==> src/design/tlnf_pkg.sv <==
package tlnf_pkg;

    localparam int DIGITS  = 6;
    localparam int CNT_W   = 4 * DIGITS;
    localparam int DIG_W   = (DIGITS > 1) ? $clog2(DIGITS) : 1;
    localparam int CFG_IDX_W  = 4;
    localparam int CFG_DATA_W = 2;

    localparam logic [CFG_IDX_W-1:0] REG_NUMBER_MODE   = 4'd0;
    localparam logic [CFG_IDX_W-1:0] REG_SHOW_ENDS     = 4'd1;
    localparam logic [CFG_IDX_W-1:0] REG_SQUEEZE_BLANK = 4'd2;
    localparam logic [CFG_IDX_W-1:0] REG_SHOW_TABS     = 4'd3;

    localparam logic [1:0] MODE_NUM_OFF      = 2'd0;
    localparam logic [1:0] MODE_NUM_ALL      = 2'd1;
    localparam logic [1:0] MODE_NUM_NONBLANK = 2'd2;
    localparam logic [1:0] MODE_UNUSED       = 2'd3;

    localparam logic [7:0] BYTE_TAB    = 8'h09;
    localparam logic [7:0] BYTE_NL     = 8'h0A;
    localparam logic [7:0] BYTE_SPACE  = 8'h20;
    localparam logic [7:0] BYTE_DOLLAR = 8'h24;
    localparam logic [7:0] BYTE_ZERO   = 8'h30;
    localparam logic [7:0] BYTE_CARET  = 8'h5E;
    localparam logic [7:0] BYTE_CAP_I  = 8'h49;

    // one queued transaction, already classified
    typedef struct packed {
        logic [7:0]        ch;
        logic              num;
        logic              dpre;
        logic              caret;
        logic              dpost;
        logic [CNT_W-1:0]  bcd;
        logic [DIGITS-1:0] lead;
    } cmd_t;

    typedef struct packed {
        logic empty;
        logic full;
    } q_status_t;

endpackage

==> src/design/tlnf_front.sv <==
module tlnf_front
    import tlnf_pkg::*;
(
    input  logic                  clk,
    input  logic                  rst_n,
    input  logic                  in_valid,
    output logic                  in_ready,
    input  logic [7:0]            in_byte,
    input  logic                  file_end,
    input  logic                  cfg_valid,
    output logic                  cfg_ready,
    input  logic [CFG_IDX_W-1:0]  cfg_index,
    input  logic [CFG_DATA_W-1:0] cfg_data,
    input  q_status_t             q_status,
    output logic                  push,
    output cmd_t                  push_cmd
);

    logic [1:0]       number_mode_reg;
    logic             show_ends_reg;
    logic             squeeze_blank_reg;
    logic             show_tabs_reg;
    logic             at_line_start_reg;
    logic             at_line_start_next;
    logic             prev_blank_reg;
    logic             prev_blank_next;
    logic [CNT_W-1:0] count_reg;
    logic [CNT_W-1:0] count_next;
    logic [CNT_W-1:0] count_inc;

    logic accept;
    logic is_nl;
    logic blank;
    logic drop;
    logic emit_num;
    logic all_nines;
    logic carry;
    logic zero_above;
    logic [3:0] d;
    logic [DIGITS-1:0] lead_mask;

    assign cfg_ready = 1'b1;
    assign in_ready  = !q_status.full;
    assign accept    = in_valid && in_ready;

    assign is_nl    = (in_byte == BYTE_NL);
    assign blank    = at_line_start_reg && is_nl;
    assign drop     = squeeze_blank_reg && blank && prev_blank_reg;
    assign emit_num = at_line_start_reg
                      && ((number_mode_reg == MODE_NUM_ALL)
                          || ((number_mode_reg == MODE_NUM_NONBLANK) && !blank));

    // saturating bcd increment, ripple over the digits
    always_comb
    begin
        all_nines = 1'b1;
        carry     = 1'b1;
        count_inc = count_reg;
        for (int k = 0; k < DIGITS; k++)
        begin
            d = count_reg[4*k +: 4];
            if (d != 4'd9)
            begin
                all_nines = 1'b0;
            end
            if (carry)
            begin
                if (d >= 4'd9)
                begin
                    count_inc[4*k +: 4] = 4'd0;
                end
                else
                begin
                    count_inc[4*k +: 4] = d + 4'd1;
                    carry = 1'b0;
                end
            end
        end
        if (all_nines)
        begin
            count_inc = count_reg;
        end
    end

    // leading-space mask, digit 0 always printed
    always_comb
    begin
        zero_above = 1'b1;
        lead_mask  = '0;
        for (int k = DIGITS - 1; k >= 0; k--)
        begin
            if (count_reg[4*k +: 4] != 4'd0 || k == 0)
            begin
                zero_above = 1'b0;
            end
            lead_mask[k] = zero_above;
        end
    end

    assign push           = accept && !drop;
    assign push_cmd.ch    = in_byte;
    assign push_cmd.num   = emit_num;
    assign push_cmd.dpre  = is_nl && show_ends_reg;
    assign push_cmd.caret = !is_nl && show_tabs_reg && (in_byte == BYTE_TAB);
    assign push_cmd.dpost = !is_nl && file_end && show_ends_reg;
    assign push_cmd.bcd   = count_reg;
    assign push_cmd.lead  = lead_mask;

    always_comb
    begin
        at_line_start_next = at_line_start_reg;
        prev_blank_next    = prev_blank_reg;
        count_next         = count_reg;
        if (push)
        begin
            prev_blank_next    = squeeze_blank_reg && blank;
            at_line_start_next = is_nl ? 1'b1 : file_end;
            if (emit_num)
            begin
                count_next = count_inc;
            end
        end
    end

    always_ff @(posedge clk or negedge rst_n)
    begin
        if (!rst_n)
        begin
            number_mode_reg   <= '0;
            show_ends_reg     <= 1'b0;
            squeeze_blank_reg <= 1'b0;
            show_tabs_reg     <= 1'b0;
            at_line_start_reg <= 1'b1;
            prev_blank_reg    <= 1'b0;
            count_reg         <= CNT_W'(1);
        end
        else
        begin
            at_line_start_reg <= at_line_start_next;
            prev_blank_reg    <= prev_blank_next;
            count_reg         <= count_next;
            if (cfg_valid && cfg_ready)
            begin
                unique case (cfg_index)
                    REG_NUMBER_MODE:   number_mode_reg   <= cfg_data[1:0];
                    REG_SHOW_ENDS:     show_ends_reg     <= cfg_data[0];
                    REG_SQUEEZE_BLANK: squeeze_blank_reg <= cfg_data[0];
                    REG_SHOW_TABS:     show_tabs_reg     <= cfg_data[0];
                    default:           ;
                endcase
            end
        end
    end

endmodule

==> src/design/tlnf_queue.sv <==
module tlnf_queue
    import tlnf_pkg::*;
(
    input  logic      clk,
    input  logic      rst_n,
    input  logic      push,
    input  cmd_t      push_cmd,
    input  logic      pop,
    output cmd_t      head,
    output q_status_t status
);

    cmd_t       entry_reg [2];
    logic       wr_ptr_reg;
    logic       rd_ptr_reg;
    logic [1:0] count_reg;
    logic [1:0] count_next;

    assign head          = entry_reg[rd_ptr_reg];
    assign status.empty  = (count_reg == 2'd0);
    assign status.full   = (count_reg == 2'd2);

    always_comb
    begin
        count_next = count_reg;
        if (push && !pop)
        begin
            count_next = count_reg + 2'd1;
        end
        else if (pop && !push)
        begin
            count_next = count_reg - 2'd1;
        end
    end

    always_ff @(posedge clk)
    begin
        if (push)
        begin
            entry_reg[wr_ptr_reg] <= push_cmd;
        end
    end

    always_ff @(posedge clk or negedge rst_n)
    begin
        if (!rst_n)
        begin
            wr_ptr_reg <= 1'b0;
            rd_ptr_reg <= 1'b0;
            count_reg  <= 2'd0;
        end
        else
        begin
            count_reg <= count_next;
            if (push)
            begin
                wr_ptr_reg <= !wr_ptr_reg;
            end
            if (pop)
            begin
                rd_ptr_reg <= !rd_ptr_reg;
            end
        end
    end

endmodule

==> src/design/tlnf_back.sv <==
module tlnf_back
    import tlnf_pkg::*;
(
    input  logic       clk,
    input  logic       rst_n,
    input  cmd_t       head,
    input  q_status_t  q_status,
    output logic       pop,
    output logic       out_valid,
    input  logic       out_ready,
    output logic [7:0] out_byte,
    output logic       last_of_run
);

    localparam logic [2:0] PH_DIGIT = 3'd0;
    localparam logic [2:0] PH_TAB   = 3'd1;
    localparam logic [2:0] PH_DPRE  = 3'd2;
    localparam logic [2:0] PH_CARET = 3'd3;
    localparam logic [2:0] PH_CAPI  = 3'd4;
    localparam logic [2:0] PH_BYTE  = 3'd5;
    localparam logic [2:0] PH_DPOST = 3'd6;
    localparam logic [2:0] PH_DONE  = 3'd7;

    logic             active_reg;
    logic [2:0]       phase_reg;
    logic [DIG_W-1:0] digit_reg;
    logic             out_valid_reg;
    logic [7:0]       out_byte_reg;
    logic             last_reg;

    logic [2:0]       after_prefix;
    logic [2:0]       cur_phase;
    logic [DIG_W-1:0] cur_digit;
    logic [2:0]       nxt_phase;
    logic [DIG_W-1:0] nxt_digit;
    logic [3:0]       dval;
    logic [7:0]       cur_byte;
    logic             cur_last;
    logic             step;

    assign after_prefix = head.dpre ? PH_DPRE : (head.caret ? PH_CARET : PH_BYTE);

    always_comb
    begin
        if (active_reg)
        begin
            cur_phase = phase_reg;
            cur_digit = digit_reg;
        end
        else
        begin
            cur_phase = head.num ? PH_DIGIT : after_prefix;
            cur_digit = DIG_W'(DIGITS - 1);
        end
    end

    always_comb
    begin
        dval = head.bcd[4*cur_digit +: 4];
        if (dval > 4'd9)
        begin
            dval = 4'd9;
        end
    end

    always_comb
    begin
        nxt_digit = cur_digit;
        cur_byte  = head.ch;
        unique case (cur_phase)
            PH_DIGIT:
            begin
                cur_byte  = head.lead[cur_digit] ? BYTE_SPACE : (BYTE_ZERO + {4'd0, dval});
                nxt_phase = (cur_digit == '0) ? PH_TAB : PH_DIGIT;
                nxt_digit = cur_digit - DIG_W'(1);
            end
            PH_TAB:
            begin
                cur_byte  = BYTE_TAB;
                nxt_phase = after_prefix;
            end
            PH_DPRE:
            begin
                cur_byte  = BYTE_DOLLAR;
                nxt_phase = PH_BYTE;
            end
            PH_CARET:
            begin
                cur_byte  = BYTE_CARET;
                nxt_phase = PH_CAPI;
            end
            PH_CAPI:
            begin
                cur_byte  = BYTE_CAP_I;
                nxt_phase = head.dpost ? PH_DPOST : PH_DONE;
            end
            PH_BYTE:
            begin
                cur_byte  = head.ch;
                nxt_phase = head.dpost ? PH_DPOST : PH_DONE;
            end
            PH_DPOST:
            begin
                cur_byte  = BYTE_DOLLAR;
                nxt_phase = PH_DONE;
            end
            default:
            begin
                nxt_phase = PH_DONE;
            end
        endcase
    end

    assign cur_last = (nxt_phase == PH_DONE);
    assign step     = !q_status.empty && (!out_valid_reg || out_ready);
    assign pop      = step && cur_last;

    assign out_valid   = out_valid_reg;
    assign out_byte    = out_byte_reg;
    assign last_of_run = last_reg;

    always_ff @(posedge clk)
    begin
        if (step)
        begin
            out_byte_reg <= cur_byte;
            last_reg     <= cur_last;
        end
    end

    always_ff @(posedge clk or negedge rst_n)
    begin
        if (!rst_n)
        begin
            active_reg    <= 1'b0;
            phase_reg     <= PH_DIGIT;
            digit_reg     <= '0;
            out_valid_reg <= 1'b0;
        end
        else
        begin
            if (step)
            begin
                out_valid_reg <= 1'b1;
                active_reg    <= !cur_last;
                phase_reg     <= nxt_phase;
                digit_reg     <= nxt_digit;
            end
            else if (out_ready)
            begin
                out_valid_reg <= 1'b0;
            end
        end
    end

endmodule

==> src/design/text_line_number_filter.sv <==
// channel | direction | handshake             | payload
// input   | in        | in_valid / in_ready   | in_byte, file_end
// output  | out       | out_valid / out_ready | out_byte, last_of_run
// config  | in        | cfg_valid / cfg_ready | cfg_index, cfg_data
//
// the back end emits one output byte per cycle unless the queue is empty or out_ready stalls it;
// a transaction makes 1 byte for a plain byte, up to 10 with a line number prefix
// a two-entry command queue sits between front and back, input stalls only when full
// a squeezed blank line is absorbed by the front and makes no output
// reset clears the queue, output valid, options and line state, count starts at 1
module text_line_number_filter
    import tlnf_pkg::*;
(
    input  logic                  clk,
    input  logic                  rst_n,
    input  logic                  in_valid,
    output logic                  in_ready,
    input  logic [7:0]            in_byte,
    input  logic                  file_end,
    output logic                  out_valid,
    input  logic                  out_ready,
    output logic [7:0]            out_byte,
    output logic                  last_of_run,
    input  logic                  cfg_valid,
    output logic                  cfg_ready,
    input  logic [CFG_IDX_W-1:0]  cfg_index,
    input  logic [CFG_DATA_W-1:0] cfg_data
);

    q_status_t q_status;
    logic      push;
    logic      pop;
    cmd_t      push_cmd;
    cmd_t      head;

    tlnf_front u_front (
        .clk       (clk),
        .rst_n     (rst_n),
        .in_valid  (in_valid),
        .in_ready  (in_ready),
        .in_byte   (in_byte),
        .file_end  (file_end),
        .cfg_valid (cfg_valid),
        .cfg_ready (cfg_ready),
        .cfg_index (cfg_index),
        .cfg_data  (cfg_data),
        .q_status  (q_status),
        .push      (push),
        .push_cmd  (push_cmd)
    );

    tlnf_queue u_queue (
        .clk      (clk),
        .rst_n    (rst_n),
        .push     (push),
        .push_cmd (push_cmd),
        .pop      (pop),
        .head     (head),
        .status   (q_status)
    );

    tlnf_back u_back (
        .clk         (clk),
        .rst_n       (rst_n),
        .head        (head),
        .q_status    (q_status),
        .pop         (pop),
        .out_valid   (out_valid),
        .out_ready   (out_ready),
        .out_byte    (out_byte),
        .last_of_run (last_of_run)
    );

endmodule
==> config.mk <==
export PLATFORM = sky130hd
export DESIGN_NAME = text_line_number_filter
export DESIGN_NICKNAME = d
export VERILOG_FILES = /design/src/design/tlnf_pkg.sv /design/src/design/tlnf_front.sv /design/src/design/tlnf_queue.sv /design/src/design/tlnf_back.sv /design/src/design/text_line_number_filter.sv
export SDC_FILE = /design/constraint.sdc
export NUM_CORES = 1
export LEC_CHECK = 0
export ABC_AREA = 1
export BUFFER_PORTS_ARGS = -buffer_cell sky130_fd_sc_hd__buf_4
export CORE_MARGIN = 4
export CORE_UTILIZATION = 55
export DETAILED_ROUTE_END_ITERATION = 10
export PLACE_DENSITY_LB_ADDON = 0.3
export SLEW_MARGIN = 20
export SYNTH_ARGS = -nofsm -noshare
export SYNTH_HDL_FRONTEND = slang
export SYNTH_HIERARCHICAL = 1
export SYNTH_SLANG_ARGS = --single-unit
==> constraint.sdc <==
create_clock -name clk -period 6.4 [get_ports clk]
set_input_delay 0.32 -clock clk [delete_from_list [all_inputs] [get_ports clk]]
set_output_delay 0.32 -clock clk [all_outputs]
set_load 0.02 [all_outputs]
Yosys cells after proc, flatten, opt, wreduce, memory -nomap -nowiden
Memory sizes are Yosys's and may differ from the RTL's.
Index checks and enable logic that the tools add are counted.

cells by class
  $add $sub $neg = 10
  order comparisons = 8
  equal/unequal tests = 21
  shifts and indexed selects = 1
  muxes and demuxes = 47
  bitwise logic cells = 1
  reductions and logical operators = 52

operator list
  cell                                                                   count
  8-bit case mux with 5 select lines                                     1
  1-bit two-way mux                                                      28
  4-bit two-way mux                                                      7
  4-bit by 1-bit adder with 4-bit output, second input constant          6
  4-bit >= comparator, second input constant                             6
  4-bit inequality test, second input constant                           6
  24-bit by 6-bit indexed part select with 4-bit output                  1
  4-bit AND reduction                                                    5
  4-bit nonzero test                                                     5
  3-bit two-way mux                                                      6
  8-bit by 4-bit equality test with 1-bit output, second input constant  2
  1-bit logical AND                                                      16
  3-bit case mux with 5 select lines                                     1
  3-bit equality test, second input constant                             4
  1-bit logical NOT                                                      11
  4-bit by 2-bit equality test with 1-bit output, second input constant  2
  8-bit two-way mux                                                      1
  2-bit AND reduction                                                    4
  6-bit by 4-bit adder with 7-bit output, first input constant           1
  3-bit by 2-bit equality test with 1-bit output, second input constant  2
  3-bit logical NOT                                                      2
  2-bit equality test, second input constant                             2
  4-bit by 1-bit equality test with 1-bit output, second input constant  1
  4-bit > comparator, second input constant                              1
  15 further kinds                                                       19

word-level totals
  flip-flop bits (word level) = 52
  RAM bits = 82
  input port bits = 20
  output and inout port bits = 12
  word-level logic and storage cells = 162
  memories = 1

memory list
  name               words  bits a word  rd ports  clocked after Yosys merged registers in  write ports  RTL line          RTL
  u_queue.entry_reg  2      41           1         0                                        1            tlnf_queue.sv:13  cmd_t entry_reg [2];

Longest topological paths before layout
An unclocked memory read counts as a cell.

  depth in word-level cells = 13
  mapped depth = 21
  gate-level depth less buffers = 19

Modules after synthesis
The synthesis kept the hierarchy.

modules (own cells, without submodules)
  module      instances  cells each  area an instance (sq um)  seq. area each (sq um)
  tlnf_queue  1          156         3,439.5                   2,622.5
  tlnf_front  1          322         2,426.1                   778.2
  tlnf_back   1          193         1,391.3                   470.5

Worst setup path before layout
OpenSTA, ideal clock, no wires.

  path kind = register to register
  start point = register u_queue.count_reg[1]
  end point = memory u_queue/entry_reg[0][0] (netlist name), enable pin
  data arrival time = 2.670 ns
  slack = 3.288 ns
  stages on the path, launching flop included = 8
  path buffers = 0
  cell sequence = dfrtp_1 inv_1 nor2_1 nor2_1 nand2_2 inv_1 inv_1 nor2_1

RTL lines
  item                      RTL line          RTL
  start: declaration        tlnf_queue.sv:16  logic [1:0] count_reg;
  start signal: assignment  tlnf_queue.sv:54  count_reg <= count_next;
  end: declaration          tlnf_queue.sv:13

Worst setup path after layout
  start point = register u_back.active_reg
  end point = register u_queue.count_reg[1]

between the ends
  word-level cells in the longest chain between the ends = 9
  elaborated cells on any way between the ends = 19

ends and longest elaborated chain
  item                                                               RTL line                          RTL
  start: declaration                                                 tlnf_back.sv:24                   logic active_reg;
  start signal: assignment                                           tlnf_back.sv:145                  active_reg <= !cur_last;
  3-bit two-way mux                                                  tlnf_back.sv:45                   if (active_reg)
  3-bit equality test or 3-bit logical NOT (tied branches)           tlnf_back.sv:70, tlnf_back.sv:74
  2-bit OR reduction (no line) or 1-bit two-way mux (tied branches)  -
  3-bit case mux with 5 select lines *                               tlnf_back.sv:70                   unique case (cur_phase)
  3-bit equality test *                                              tlnf_back.sv:114                  assign cur_last = (nxt_phase == PH_DONE);
  1-bit logical AND *                                                tlnf_back.sv:116                  assign pop = step && cur_last;
  via pop                                                            text_line_number_filter.sv:32     logic pop;
  1-bit logical NOT                                                  tlnf_queue.sv:26                  if (push && !pop)
  1-bit logical AND                                                  tlnf_queue.sv:26
  2-bit two-way mux or 2-bit nonzero test (tied branches)            -

Mark *: on every way through the listed nets, which the timed path passes. The rest lies on a longest branch.
A chain may end at the register's enable or synchronous reset.

==> impl_metrics.json <==
{
  "seq_area_frac_synth": 0.533,
  "postSynthAreaPerCell_sq_um": 10.8,
  "setup_tns_ns": 0,
  "synth_cell_types": 41,
  "hold_violations": 0,
  "yosys.area_share.xor_xnor": 0.0157,
  "worstSkewPairLatency_ns": 0.41,
  "hpwl_mm": 9.03,
  "relSlewSlack": 0.363,
  "drtPass1Iterations": 5,
  "rows": 41,
  "clk_transition_reported_paths_ns": 0.06,
  "postLayoutCoreUtil": 0.632,
  "outcome": "finished clean",
  "regArea_sq_um": 3870,
  "syn-cell-area_sq_um": 7260,
  "rsz0062_at_grt": "false",
  "grtUsageMet2": 0.309,
  "instances_no_fill": 887,
  "largest_reg_flops": 84,
  "start_util": 0.568,
  "crit_arrival_ns": 2.99,
  "timing.hold.ws_ns": 0.101,
  "worst-path-max-fanout": 13,
  "grt_overflow": 0,
  "async_reset_ff_frac": 0.316,
  "cp_slowest_cell": "dfrtp_1",
  "crit_required_ns": 6.71,
  "synthTopCellsByArea": "edfxtp_1, dfrtp_1, mux2_4",
  "p_leak_nw": 3.57,
  "core_sq_um": 12800,
  "synth-seq-cells": 136,
  "viasPerCell": 5.20,
  "skew_ns": 0.00785,
  "synth.most_common_cell": "nand2_1",
  "layout-drive-gt1-share": 0.241,
  "hp-start": "in_byte[7]",
  "ys_top_cells_by_count": "nand2_1, edfxtp_1, inv_1, nor2_1, nand3_1",
  "cap_violations": 0,
  "crit_chain": "inv_2 -> nor2_2 -> ha_1 -> nand4_1 -> nand3_2 -> nand2_2 -> nor2_2 -> inv_1 -> ha_1 -> inv_1 -> nand3_1 -> nand2_1 -> nand2_1",
  "cp-end-kind": "register",
  "ant_nets": 0,
  "critical_path_buf_inv_count": 3,
  "critical-path-top-delay-family": "simple AND/OR/NAND/NOR gates",
  "grt_pass1_vias": 4608,
  "setup_viol": 0,
  "die_width_microns": 123,
  "critPathLaunchType": "register",
  "r2r_start": "u_back/active_reg",
  "syn_to_final_growth_pct": 11.2,
  "yosysTopAreaCell": "edfxtp_1",
  "dpl.cell_count": 854,
  "die_area_sq_um": 15100,
  "synthAdderAreaFrac": 0.0431,
  "nets": 747,
  "clock-sinks": 136,
  "place_congestion": 0.861,
  "use_met3": 0.0461,
  "htreeDepth": 4,
  "criticalPathCategory": "register to register",
  "hp-class": "input pin to register",
  "cts-root-buf": "clkbuf_16",
  "tightest_slew_ns": 0.956,
  "diodes": 0,
  "grt_pass1_wl_mm": 22.0,
  "p_per_area_nw_per_um2": 433,
  "cp_slowest_stage_delay_ns": 0.69,
  "synth-compound-area-share": 0.0286,
  "numCtsBuffers": 17,
  "startpoint": "u_back/active_reg",
  "tritoncts": "built",
  "clock_path_buffers": 2,
  "period_needed_ns": 2.68,
  "wl_per_cell_microns": 15.0,
  "grt_max_degree": 44,
  "synth_top_family_by_area": "simple AND/OR/NAND/NOR gates",
  "synthCells": 671,
  "synth_top_area_share": 0.385,
  "synth_flop_cell": "edfxtp_1",
  "top_usage_layer": "met2",
  "dpl_worst_slack_ns": 3.76,
  "irDropWorstVdd_v": 0.000189,
  "grt_usage": 0.190,
  "drtIter0Drc": 287,
  "synthSimpleGateAreaFrac": 0.220,
  "drc": 0,
  "drv_slew": 0,
  "period_share": 0.419,
  "synthMuxAreaShare": 0.0853,
  "cts_resized": 0,
  "io_pins": 32,
  "antenna_found_initial": 0,
  "fmax_mhz": 373,
  "yosys_warnings": 6,
  "num-fill-cells": 968,
  "grt_use_met1": 0.243,
  "vias": 4614,
  "io_buffers": 30,
  "synth_edf_count": 93,
  "multi_input_area_sq_um": 2860,
  "timing.final.ws_setup_ns": 3.72,
  "wirelength_mm": 13.3,
  "synth_nets": 716,
  "fp.dieH_microns": 123
}
==> layout by cell type, fill, tap and decap left out, types with 11 or more instances in the layout <==
cell type	n
o21ai_0	13
edfxtp_1	93
nor2_1	68
mux2_4	39
ha_1	25
nand3_1	55
buf_4	34
dfrtp_1	40
nand2_1	129
inv_1	69
clkbuf_16	17
nor2_4	11
==> cells by family (layout without fill, tap and decap cells) <==
group                    after synthesis  in the layout
other                                  2              2
AND/OR/NAND/NOR                      320            320
multiplexers                          42             42
adder cells (fa/ha/maj)               25             25
XOR/XNOR                              13             13
AO/OA/AOI/OAI                         33             33
buffers and inverters                100            144
flip-flops                           136            136
==> path summary, 6_finish.rpt <==
kind | cells past startpoint | to | slack, ns
worst max-delay path | 13 | u_queue/count_reg[1] | 3.72
worst min-delay path | 1 | u_queue/entry_reg[1][41] | 0.10
worst max register to register | 13 | u_queue/count_reg[1] | 3.72
worst min register to register | 1 | u_back/digit_reg[1] | 0.50
max in group asynchronous | 2 | u_queue/rd_ptr_reg | 5.50
min in group asynchronous | 2 | u_front/count_reg[5] | 0.47
==> through the flow <==
stage                     power, mW  instance area (sq um)
after floorplan                2.38                   7260
after global placement         2.56                   7500
after global routing           3.71                   8070
after detailed placement       2.59                   7500
after CTS                      3.52                   8070
final                          3.50                   8070
==> worst register-to-register path, cell delays in order (launching register included) <==
cell	delay, ns
dfrtp_1	0.69
inv_2	0.13
nor2_2	0.43
ha_1	0.24
nand4_1	0.12
nand3_2	0.11
nand2_2	0.06
nor2_2	0.15
inv_1	0.07
ha_1	0.30
inv_1	0.09
nand3_1	0.08
nand2_1	0.06
nand2_1	0.04
==> layer usage <==
metal,share of wire,vias up
met3,0.045,16
met4,0.017,0
met5,0,-
li1,-,2267
met1,0.44,2210
met2,0.49,121
==> report_power, final <==
part           total (mW)  internal, mW  switching, mW
Clock               0.920         0.547          0.373
Combinational        1.25         0.497          0.752
Sequential           1.33          1.21          0.119
Total                3.50          2.25           1.24
==> what timing repair did <==
action                    CTS  global route
hold endpoints to repair   41             0
hold buffers                1             0
buffers inserted            0             0
==> final cells by class <==
class / count / share of cell area
Sequential cell: 136 / 0.480
Multi-Input combinational cell: 435 / 0.355
Clock buffer: 19 / 0.0549
Inverter: 77 / 0.0358
Timing Repair Buffer: 35 / 0.0329
Tap cell: 172 / 0.0267
Clock inverter: 13 / 0.0150
No activity file was read; power rests on OpenSTA's default activity.
